$ cat src/rtl/strq_pkg.sv
`timescale 1ns / 1ps
// ---------------------------------------------------------------------------
// strq_pkg
// Command and status codes of the shortest-time ready queue.
// ---------------------------------------------------------------------------
package strq_pkg;

   typedef logic [0:0] cmd_type;
   typedef logic [1:0] status_type;

   localparam cmd_type CMD_INSERT = 1'b0;
   localparam cmd_type CMD_POP    = 1'b1;

   localparam status_type ST_OK    = 2'd0;
   localparam status_type ST_EMPTY = 2'd1;
   localparam status_type ST_FULL  = 2'd2;

endpackage

$ cat src/rtl/strq_if.sv
`timescale 1ns / 1ps
// ---------------------------------------------------------------------------
// strq_req_if / strq_rsp_if
// Valid/ready channels for queue requests and their results.
// ---------------------------------------------------------------------------
interface strq_req_if #(
   parameter int ID_BITS  = 16,
   parameter int KEY_BITS = 32
);
   logic                  valid;
   logic                  ready;
   strq_pkg::cmd_type     cmd;
   logic [ID_BITS-1:0]    tid;
   logic [KEY_BITS-1:0]   run_time;

   modport source (output valid, output cmd, output tid, output run_time,
                   input ready);
   modport sink   (input valid, input cmd, input tid, input run_time,
                   output ready);
endinterface

interface strq_rsp_if #(
   parameter int ID_BITS  = 16,
   parameter int KEY_BITS = 32,
   parameter int CNT_BITS = 5
);
   logic                  valid;
   logic                  ready;
   strq_pkg::status_type  status;
   logic [ID_BITS-1:0]    out_tid;
   logic [KEY_BITS-1:0]   out_run_time;
   logic [CNT_BITS-1:0]   entry_count;

   modport source (output valid, output status, output out_tid,
                   output out_run_time, output entry_count, input ready);
   modport sink   (input valid, input status, input out_tid,
                   input out_run_time, input entry_count, output ready);
endinterface

$ cat src/rtl/shortest_time_ready_queue_core.sv
`timescale 1ns / 1ps
// ---------------------------------------------------------------------------
// shortest_time_ready_queue_core
// Sorted ready queue keyed by accumulated run time; pop returns least key.
// ---------------------------------------------------------------------------
// Entries live in one memory with one read and one write port, used as a ring
// from a head pointer, kept in ascending key order. One request is worked at
// a time and req ready is high only between requests. A pop reads the head
// entry, takes it in the pop state and then loads the result register. An
// insert walks from the tail through the memory one entry per read/compare
// pair, moving each entry whose key is greater than or equal to the new key
// up by one slot, and writes the new entry in the compare step that meets a
// smaller key or else in the put state. A dropped insert (full) or a pop on
// an empty queue goes straight to the done state. The result register lets a
// new request be accepted while the previous result still waits to be taken;
// a finished request holds in its last cycle for as long as that result is
// not taken.
// ---------------------------------------------------------------------------
module shortest_time_ready_queue_core #(
   parameter int QUEUE_DEPTH = 16,
   parameter int ID_BITS     = 16,
   parameter int KEY_BITS    = 32
) (
   input  logic        clock,
   input  logic        reset,
   strq_req_if.sink    req_bus,
   strq_rsp_if.source  rsp_bus
);

   localparam int IDX_W  = $clog2(QUEUE_DEPTH);
   localparam int CNT_W  = $clog2(QUEUE_DEPTH + 1);
   localparam int WORD_W = ID_BITS + KEY_BITS;

   localparam logic [2:0] S_IDLE = 3'd0;
   localparam logic [2:0] S_READ = 3'd1;
   localparam logic [2:0] S_CMP  = 3'd2;
   localparam logic [2:0] S_PUT  = 3'd3;
   localparam logic [2:0] S_POP  = 3'd4;
   localparam logic [2:0] S_DONE = 3'd5;

   logic [2:0]               state_ff, state_in;
   logic [IDX_W-1:0]         head_ff, head_in;
   logic [CNT_W-1:0]         count_ff, count_in;
   logic [IDX_W-1:0]         idx_ff, idx_in;
   logic [ID_BITS-1:0]       new_id_ff, new_id_in;
   logic [KEY_BITS-1:0]      new_key_ff, new_key_in;
   strq_pkg::status_type     res_status_ff, res_status_in;
   logic [ID_BITS-1:0]       res_id_ff, res_id_in;
   logic [KEY_BITS-1:0]      res_key_ff, res_key_in;
   logic                     rsp_valid_ff, rsp_valid_in;
   strq_pkg::status_type     rsp_status_ff, rsp_status_in;
   logic [ID_BITS-1:0]       rsp_id_ff, rsp_id_in;
   logic [KEY_BITS-1:0]      rsp_key_ff, rsp_key_in;
   logic [CNT_W-1:0]         rsp_count_ff, rsp_count_in;

   logic [WORD_W-1:0]        mem_ff [QUEUE_DEPTH];
   logic [WORD_W-1:0]        rd_data_ff;
   logic [IDX_W-1:0]         rd_addr;
   logic                     wr_en;
   logic [IDX_W-1:0]         wr_addr;
   logic [WORD_W-1:0]        wr_data;

   logic [CNT_W-1:0]         cnt_dec;
   logic [KEY_BITS-1:0]      rd_key;
   logic                     req_fire;

   function automatic logic [IDX_W-1:0] phys(input logic [IDX_W-1:0] base,
                                             input logic [IDX_W:0]   pos);
      logic [IDX_W+1:0] sum;
      sum = {2'b00, base} + {1'b0, pos};
      if (sum >= (IDX_W+2)'(QUEUE_DEPTH)) begin
         sum = sum - (IDX_W+2)'(QUEUE_DEPTH);
      end
      return sum[IDX_W-1:0];
   endfunction

   assign req_bus.ready         = (state_ff == S_IDLE);
   assign req_fire              = req_bus.valid && req_bus.ready;
   assign cnt_dec               = count_ff - CNT_W'(1);
   assign rd_key                = rd_data_ff[KEY_BITS-1:0];

   assign rsp_bus.valid         = rsp_valid_ff;
   assign rsp_bus.status        = rsp_status_ff;
   assign rsp_bus.out_tid       = rsp_id_ff;
   assign rsp_bus.out_run_time  = rsp_key_ff;
   assign rsp_bus.entry_count   = rsp_count_ff;

   always_comb begin
      state_in      = state_ff;
      head_in       = head_ff;
      count_in      = count_ff;
      idx_in        = idx_ff;
      new_id_in     = new_id_ff;
      new_key_in    = new_key_ff;
      res_status_in = res_status_ff;
      res_id_in     = res_id_ff;
      res_key_in    = res_key_ff;
      rsp_valid_in  = rsp_valid_ff && !rsp_bus.ready;
      rsp_status_in = rsp_status_ff;
      rsp_id_in     = rsp_id_ff;
      rsp_key_in    = rsp_key_ff;
      rsp_count_in  = rsp_count_ff;
      rd_addr       = phys(head_ff, {1'b0, idx_ff});
      wr_en         = 1'b0;
      wr_addr       = phys(head_ff, {1'b0, idx_ff} + (IDX_W+1)'(1));
      wr_data       = {new_id_ff, new_key_ff};

      case (state_ff)
         S_IDLE: begin
            if (req_fire) begin
               new_id_in     = req_bus.tid;
               new_key_in    = req_bus.run_time;
               res_status_in = strq_pkg::ST_OK;
               res_id_in     = '0;
               res_key_in    = '0;
               if (req_bus.cmd == strq_pkg::CMD_POP) begin
                  if (count_ff == '0) begin
                     res_status_in = strq_pkg::ST_EMPTY;
                     state_in      = S_DONE;
                  end else begin
                     rd_addr  = head_ff;
                     state_in = S_POP;
                  end
               end else if (count_ff == CNT_W'(QUEUE_DEPTH)) begin
                  res_status_in = strq_pkg::ST_FULL;
                  state_in      = S_DONE;
               end else if (count_ff == '0) begin
                  idx_in   = '0;
                  state_in = S_PUT;
               end else begin
                  idx_in   = cnt_dec[IDX_W-1:0];
                  state_in = S_READ;
               end
            end
         end
         S_READ: begin
            state_in = S_CMP;
         end
         S_CMP: begin
            wr_en = 1'b1;
            if (rd_key >= new_key_ff) begin
               wr_data = rd_data_ff;
               if (idx_ff == '0) begin
                  state_in = S_PUT;
               end else begin
                  idx_in   = idx_ff - IDX_W'(1);
                  state_in = S_READ;
               end
            end else begin
               count_in = count_ff + CNT_W'(1);
               state_in = S_DONE;
            end
         end
         S_PUT: begin
            wr_en    = 1'b1;
            wr_addr  = phys(head_ff, {1'b0, idx_ff});
            count_in = count_ff + CNT_W'(1);
            state_in = S_DONE;
         end
         S_POP: begin
            res_id_in  = rd_data_ff[WORD_W-1:KEY_BITS];
            res_key_in = rd_key;
            head_in    = phys(head_ff, (IDX_W+1)'(1));
            count_in   = cnt_dec;
            state_in   = S_DONE;
         end
         S_DONE: begin
            if (!rsp_valid_ff || rsp_bus.ready) begin
               rsp_valid_in  = 1'b1;
               rsp_status_in = res_status_ff;
               rsp_id_in     = res_id_ff;
               rsp_key_in    = res_key_ff;
               rsp_count_in  = count_ff;
               state_in      = S_IDLE;
            end
         end
         default: begin
            state_in = S_IDLE;
         end
      endcase
   end

   always_ff @(posedge clock) begin
      if (reset) begin
         state_ff     <= S_IDLE;
         head_ff      <= '0;
         count_ff     <= '0;
         rsp_valid_ff <= 1'b0;
      end else begin
         state_ff     <= state_in;
         head_ff      <= head_in;
         count_ff     <= count_in;
         rsp_valid_ff <= rsp_valid_in;
      end
   end

   always_ff @(posedge clock) begin
      idx_ff        <= idx_in;
      new_id_ff     <= new_id_in;
      new_key_ff    <= new_key_in;
      res_status_ff <= res_status_in;
      res_id_ff     <= res_id_in;
      res_key_ff    <= res_key_in;
      rsp_status_ff <= rsp_status_in;
      rsp_id_ff     <= rsp_id_in;
      rsp_key_ff    <= rsp_key_in;
      rsp_count_ff  <= rsp_count_in;
   end

   always_ff @(posedge clock) begin
      if (wr_en) begin
         mem_ff[wr_addr] <= wr_data;
      end
      rd_data_ff <= mem_ff[rd_addr];
   end

endmodule

$ cat src/flat_wrapper.sv
// flat-port wrapper written by rule: the top's interface ports become plain ports
module shortest_time_ready_queue_core_flat 
#(
   parameter int QUEUE_DEPTH = 16,
   parameter int ID_BITS     = 16,
   parameter int KEY_BITS    = 32
)
  (clock, reset, req_bus_valid, req_bus_cmd, req_bus_tid, req_bus_run_time, req_bus_ready, rsp_bus_valid, rsp_bus_status, rsp_bus_out_tid, rsp_bus_out_run_time, rsp_bus_entry_count, rsp_bus_ready);
  strq_req_if #(.ID_BITS(ID_BITS), .KEY_BITS(KEY_BITS)) req_bus_i ();
  strq_rsp_if #(.ID_BITS(ID_BITS), .KEY_BITS(KEY_BITS), .CNT_BITS((5))) rsp_bus_i ();
  input  logic clock;
  input  logic reset;
  input wire logic [$bits(req_bus_i.valid)-1:0] req_bus_valid;
  input wire logic [$bits(req_bus_i.cmd)-1:0] req_bus_cmd;
  input wire logic [$bits(req_bus_i.tid)-1:0] req_bus_tid;
  input wire logic [$bits(req_bus_i.run_time)-1:0] req_bus_run_time;
  output wire logic [$bits(req_bus_i.ready)-1:0] req_bus_ready;
  output wire logic [$bits(rsp_bus_i.valid)-1:0] rsp_bus_valid;
  output wire logic [$bits(rsp_bus_i.status)-1:0] rsp_bus_status;
  output wire logic [$bits(rsp_bus_i.out_tid)-1:0] rsp_bus_out_tid;
  output wire logic [$bits(rsp_bus_i.out_run_time)-1:0] rsp_bus_out_run_time;
  output wire logic [$bits(rsp_bus_i.entry_count)-1:0] rsp_bus_entry_count;
  input wire logic [$bits(rsp_bus_i.ready)-1:0] rsp_bus_ready;
  assign req_bus_i.valid = req_bus_valid;
  assign req_bus_i.cmd = req_bus_cmd;
  assign req_bus_i.tid = req_bus_tid;
  assign req_bus_i.run_time = req_bus_run_time;
  assign req_bus_ready = req_bus_i.ready;
  assign rsp_bus_valid = rsp_bus_i.valid;
  assign rsp_bus_status = rsp_bus_i.status;
  assign rsp_bus_out_tid = rsp_bus_i.out_tid;
  assign rsp_bus_out_run_time = rsp_bus_i.out_run_time;
  assign rsp_bus_entry_count = rsp_bus_i.entry_count;
  assign rsp_bus_i.ready = rsp_bus_ready;
  shortest_time_ready_queue_core #(.QUEUE_DEPTH(QUEUE_DEPTH), .ID_BITS(ID_BITS), .KEY_BITS(KEY_BITS)) u_core (.clock(clock), .reset(reset), .req_bus(req_bus_i), .rsp_bus(rsp_bus_i));
endmodule
$ cat config.mk
export PLATFORM = sky130hd
export DESIGN_NAME = shortest_time_ready_queue_core_flat
export DESIGN_NICKNAME = d
export VERILOG_FILES = /design/src/rtl/strq_pkg.sv /design/src/rtl/strq_if.sv /design/src/rtl/shortest_time_ready_queue_core.sv /design/src/flat_wrapper.sv
export SDC_FILE = /design/constraint.sdc
export NUM_CORES = 1
export LEC_CHECK = 0
export BUFFER_PORTS_ARGS = -buffer_cell sky130_fd_sc_hd__buf_2
export CAP_MARGIN = 10
export CORE_MARGIN = 2
export CORE_UTILIZATION = 30
export CTS_CLUSTER_SIZE = 16
export DETAILED_ROUTE_END_ITERATION = 8
export PLACE_DENSITY_LB_ADDON = 0.12
export SETUP_SLACK_MARGIN = 0.05
export SYNTH_ARGS = -nofsm -noshare
export SYNTH_HDL_FRONTEND = slang
export SYNTH_SLANG_ARGS = --single-unit
$ cat constraint.sdc
create_clock -name clock -period 7.4 [get_ports clock]
set_input_delay 0.74 -clock clock [delete_from_list [all_inputs] [get_ports clock]]
set_output_delay 0.74 -clock clock [all_outputs]
set_load 0.005 [all_outputs]
=== Yosys cells after proc, flatten, opt, wreduce, memory -nomap -nowiden ===
Memory sizes are Yosys's and may differ from the RTL's. A register that Yosys moved wholly into a read port is not among the register bits.
Cells that the tools add are included.

* Register bits after elaboration: 170
* RAM bits: 768
* Bits of input ports: 53
* Word-level logic and storage cells: 101
* Memories: 1

{| class="wikitable"
|+ Memory list
! memory !! depth !! width !! rd ports !! clocked after Yosys merged registers in !! write ports !! line !! source
|-
| u_core.mem_ff || 16 || 48 || 1 || 1 || 1 || shortest_time_ready_queue_core.sv:56 || <nowiki>logic [WORD_W-1:0] mem_ff [QUEUE_DEPTH];</nowiki>
|}

* $add $sub $neg: 10
* Order comparisons: 4
* Equal/unequal tests: 13
* Mux-type cells: 40
* Reductions and logical operators: 19

{| class="wikitable"
|+ Operators with widths
! cell !! count
|-
| $mux 48 || 2
|-
| $pmux 32 s2 || 1
|-
| $mux 4 || 14
|-
| $ge 32x32->1 || 1
|-
| $mux 32 || 1
|-
| $pmux 16 s2 || 1
|-
| $mux 16 || 1
|-
| $sub 4x1->4 const B || 4
|-
| $mux 3 || 5
|-
| $pmux 3 s5 || 1
|-
| $pmux 5 s3 || 1
|-
| $add 4x1->5 const B || 2
|-
| $ge 5x5->1 const B || 2
|-
| $ne 2x2->1 const B || 5
|-
| $reduce_and 2->1 || 5
|-
| $mux 2 || 4
|-
| $pmux 4 s2 || 1
|-
| $mux 1 || 7
|-
| $add 4x5->6 || 1
|-
| $eq 3x2->1 const B || 2
|-
| $eq 3x3->1 const B || 2
|-
| $ge 6x5->1 const B || 1
|-
| $reduce_and 6->1 || 1
|-
| $add 4x4->5 || 1
|-
| 15 further kinds || 20
|}

=== Logic depth before layout (Yosys ltp) ===
* Depth in word-level cells: 7
* Depth in mapped cells: 12
* Gate-level depth less buffers: 8

=== Worst setup path before layout ===
Ideal clock, no wire load.

* Kind: register -> register
* Start: register u_core.head_ff[0]
* End: memory u_core.mem_ff[13][0] (netlist name), enable pin
* Arrival time: 5069 ps
* Required time: 6887 ps
* Slack: 1819 ps
* Cell stages (with the launch flop): 9
* Buffers on the path: 0
* Cell sequence: dfxtp_1 inv_1 ha_1 fa_1 inv_1 or3_1 o21ai_0 nand2_1 nor3_1

* Word-level cells in the longest chain between the ends: 4

{| class="wikitable"
|+ Ends and longest elaborated chain
! item !! line !! source
|-
| start, declared || shortest_time_ready_queue_core.sv:42 || <nowiki>logic [IDX_W-1:0] head_ff, head_in;</nowiki>
|-
| start signal, assigned || shortest_time_ready_queue_core.sv:191 || <nowiki>head_ff <= head_in;</nowiki>
|-
| $add 4x5->6 / $add 4x4->5 (equally long branches) || shortest_time_ready_queue_core.sv:70 || <nowiki>sum = {2'b00, base} + {1'b0, pos};</nowiki>
|-
| $ge 6x5->1, or another cell as far along || shortest_time_ready_queue_core.sv:71 || <nowiki>if (sum >= (IDX_W+2)'(QUEUE_DEPTH)) begin</nowiki>
|-
| $mux 4 || shortest_time_ready_queue_core.sv:71 ||
|-
| $mux 4 * || shortest_time_ready_queue_core.sv:108 || <nowiki>case (state_ff)</nowiki>
|-
| end, declared || shortest_time_ready_queue_core.sv:56 ||
|}

Every way passes the cells marked *; elsewhere a longest branch is shown, timed or not.

=== Worst setup path in the final report ===
* Start: register u_core.state_ff[0]
* End: register u_core.rd_data_ff[19] (read register of u_core.mem_ff)

* Word-level cells in the longest chain between the ends: 4

{| class="wikitable"
|+ Ends and longest elaborated chain
! item !! line !! source
|-
| start, declared || shortest_time_ready_queue_core.sv:41 || <nowiki>logic [2:0] state_ff, state_in;</nowiki>
|-
| start signal, assigned || shortest_time_ready_queue_core.sv:190 || <nowiki>state_ff <= state_in;</nowiki>
|-
| $logic_not 3->1 * || shortest_time_ready_queue_core.sv:77, shortest_time_ready_queue_core.sv:108 ||
|-
| $logic_and 1x1->1 || shortest_time_ready_queue_core.sv:78 || <nowiki>assign req_fire = req_bus.valid && req_bus.ready;</nowiki>
|-
| $mux 4 || shortest_time_ready_queue_core.sv:110 || <nowiki>if (req_fire) begin</nowiki>
|-
| $mux 4 * || shortest_time_ready_queue_core.sv:108 ||
|-
| end, declared || shortest_time_ready_queue_core.sv:57 || <nowiki>logic [WORD_W-1:0] rd_data_ff;</nowiki>
|}

Marked as above.
A chain may end at the register's enable or synchronous reset.

==> results.cfg <==
[outcome]
status = complete, no violations

[die]
die_area_sq_um = 133000
rows = 132
initial_core_util_pct = 30.1
die_h_microns = 364
dieWidth_microns = 364
pin_count = 110
core_area_sq_um = 129000

[cts]
cts.sinks = 986
numCtsBuffers = 109
clockBufferDepth = 3
cts_resized = 0
ctsHtreeMaxLevel = 3
worstSkewPairLatency_ns = 0.72
clkTransAtPathRegs_ns = 0.06
cts_tree = yes
cts_hold_buffers = 0
postCtsSetupRepairBufs = 0
cts_root_buf = clkbuf_16

[detailed_routing]
vias = 23800
antenna_left = 0
via_per_inst = 5.44
drc_errors = 0
routed_wl_mm = 122
firstDrtPassIters = 5
drtIter0Drc = 2357
routedWlPerCell_microns = 27.9

[critical_path]
worst_r2r_startpoint = u_core.state_ff[0]
arrival_ns = 5.52
path_class = reg2reg
crit_slowest_cell = a31o_2
cp_max_fo = 57
r2r_slack_ns = 2.46
reg2reg_depth = 9
worst-endpoint-required_ns = 7.98
crit_path_end_kind = flip-flop
path_cells = or4b_4, clkinv_4, a31oi_4, buf_4, nor2_1, a31o_2, buf_4, a211o_1, o311ai_1
path_common_cell = buf_4
cp-start-kind = flip-flop
regToRegEndpoint = u_core.rd_data_ff[19]
critPathMaxStageDelay_ns = 0.80

[synthesis]
ys_warn_count = 0
ys_seq_area_share_pct = 74.5
yosys.area.top_type = edfxtp_1
synthArstFlopShare_pct = 0
ys_ff_latch = 986
synth_nets = 2556
synthCells = 2461
synth_top_area_share_pct = 71.4
synthesis.area_sq_um = 38900
synth_edf_count = 925
yosys-top-cells-area = edfxtp_1 71%, dfxtp_1 3.1%, a32oi_1 3.1%
synth_ff_type = edfxtp_1
synth_cell_types = 75
syn_avg_cell_area_sq_um = 15.8

[cells_and_area]
final_nets = 2619
fillers = 12400
final_common_cell = edfxtp_1
seq_area_sq_um = 29000
area_growth_pct = 15.6
layout-drive-gt1-share_pct = 15.9
final_cell_mix = 925 x edfxtp_1, 199 x o21ai_0, 139 x a32oi_1
multi_input_area_sq_um = 8980

[sta]
finalMaxSlewViolations = 0
finalCriticalPeriod_ns = 4.94
fin_hold_ws_ns = 0.198
rsz0062_at_grt = false
hold_viol_final = 0
worst_slew_pin_slew_ns = 1.25
relSlewSlack_pct = 16.7
fmax_mhz = 202
final.setup.tns_ns = 0
setup_viol = 0
finalClockSkew_ns = 0.0344
timing.final.crit_share_pct = 66.8

[global_route]
antenna_found_initial = 2
track_usage_pct = 18.1
grt_max_degree = 191
grt_pass1_wl_mm = 174
overflow = 0
grt_pass1_vias = 24000

[placed_design]
gp_congestion = 0.742
hpwl_mm = 59.1
io_buffers = 109

[worst_hold_path]
hp-class = in2reg
worstHoldPathCells = 1
min_to = u_core.new_key_ff[26]
min-delay-start = req_bus_run_time[26]

[power_and_ir_drop]
irDropWorstVdd_mv = 0.567
power.density_nw_per_um2 = 480
total_power_mw = 21.6
power.leakage_nw = 14.7

[flow_run]
drv_cap = 0
-- per-stage QoR --
stage,area (sq um),util (%),cells,worst slack [ns]
2_1_floorplan,38900,-,2461,1.82
5_1_grt,45000,34.8,4363,2.13
3_5_place_dp,41400,32.0,4155,2.13
6_report,45000,34.8,4365,2.46
3_3_place_gp,41400,32.0,4155,2.13
4_1_cts,45000,34.8,4363,2.35
-- flip-flops by register name, indices dropped and copies added (netlist names), 2 cells and up --
signal and flops:
u_core.rsp_bus.entry_count 5, u_core.rsp_bus.status 2, u_core.new_key_ff 32, u_core.rsp_bus.out_tid 16, u_core.mem_ff 768, u_core.state_ff 3, u_core.res_status_ff 2, u_core.head_ff 4
u_core.rsp_bus.out_run_time 32, u_core.rd_data_ff 48, u_core.res_id_ff 16, u_core.new_id_ff 16, u_core.count_ff 5, u_core.res_key_ff 32, u_core.idx_ff 4
-- power by group --
| part | total, mW | internal [mW] | switching (mW) |
|---|---|---|---|
| clock network | 5.40 | 3.18 | 2.22 |
| logic | 8.31 | 2.39 | 5.92 |
| registers | 7.87 | 7.49 | 0.372 |
-- how the worst max path moves through the flow --
| stage | startpoint | endpoint | slack (ns) | cells after the start |
|---|---|---|---|---|
| floorplan | u_core.head_ff[0] | u_core.mem_ff[13][0] | 1.82 | 8 |
| global placement | req_bus_valid | u_core.rd_data_ff[19] | 2.13 | 10 |
| detailed placement | req_bus_valid | u_core.rd_data_ff[19] | 2.13 | 10 |
| CTS | u_core.state_ff[0] | u_core.rd_data_ff[19] | 2.35 | 9 |
| global route | u_core.state_ff[0] | u_core.rd_data_ff[33] | 2.13 | 9 |
| finish | u_core.state_ff[0] | u_core.rd_data_ff[19] | 2.46 | 9 |
-- synth_stat cells, types with 3 or more instances --
master,instances
a211o_1,49
nor3_1,22
a21oi_1,76
buf_1,14
and3_1,50
dfxtp_1,61
nand2b_1,5
a31oi_1,3
or3_1,3
mux2i_1,50
o31ai_1,4
xor2_1,5
or4_1,5
o311ai_1,47
xnor2_1,6
o21ai_0,199
nand4_1,10
nand2_1,31
buf_2,45
buf_6,6
nand3_1,100
a32oi_1,139
mux2_2,48
a311oi_1,47
ha_1,40
edfxtp_1,925
o211ai_1,46
nor2b_1,6
clkbuf_1,135
buf_4,10
nor3b_1,4
nor2_1,15
o22ai_1,100
inv_1,46
a21o_1,55
-- worst max-delay path, delay by kind of cell (launching register included) --
family | cells | cell delay [ns]
and+or+nand+nor | 2 | 1.32
DFF | 1 | 0.50
buffers and inverters | 3 | 1.53
AOI/OAI and AO/OA | 4 | 1.39
-- final cells by class --
class | count | area share, %
clock buffer | 158 | 6.90
antenna | 2 | 0.0111
multi-input combinational | 1216 | 20.0
inverter | 48 | 0.412
sequential | 986 | 64.5
clock inverter | 50 | 1.11
tap | 1742 | 4.85
timing repair buffer | 163 | 2.25
-- routing by layer --
layer / track usage, % / share of wire, % / up-vias
li1: - / - / 10200
met1: 25.9 / 47 / 12500
met2: 28.6 / 46 / 830
met3: 3.11 / 5.7 / 169
met4: 4.21 / 2.0 / 0
met5: 0 / 0 / -
-- cells by family (layout without fill, tap and decap cells) --
| kind of cell | Yosys count | in the layout | synth area share, % |
|---|---|---|---|
| muxes | 100 | 100 | 2.79 |
| AOI/OAI and AO/OA | 793 | 793 | 14.3 |
| buffers and inverters | 259 | 419 | 2.87 |
| other | 0 | 2 | 0 |
| xor gates and xnor gates | 11 | 11 | 0.248 |
| DFF | 986 | 986 | 74.5 |
| and+or+nand+nor | 270 | 270 | 3.85 |
| adders and majority gates | 42 | 42 | 1.39 |
No activity file was read; power rests on OpenSTA's default activity.
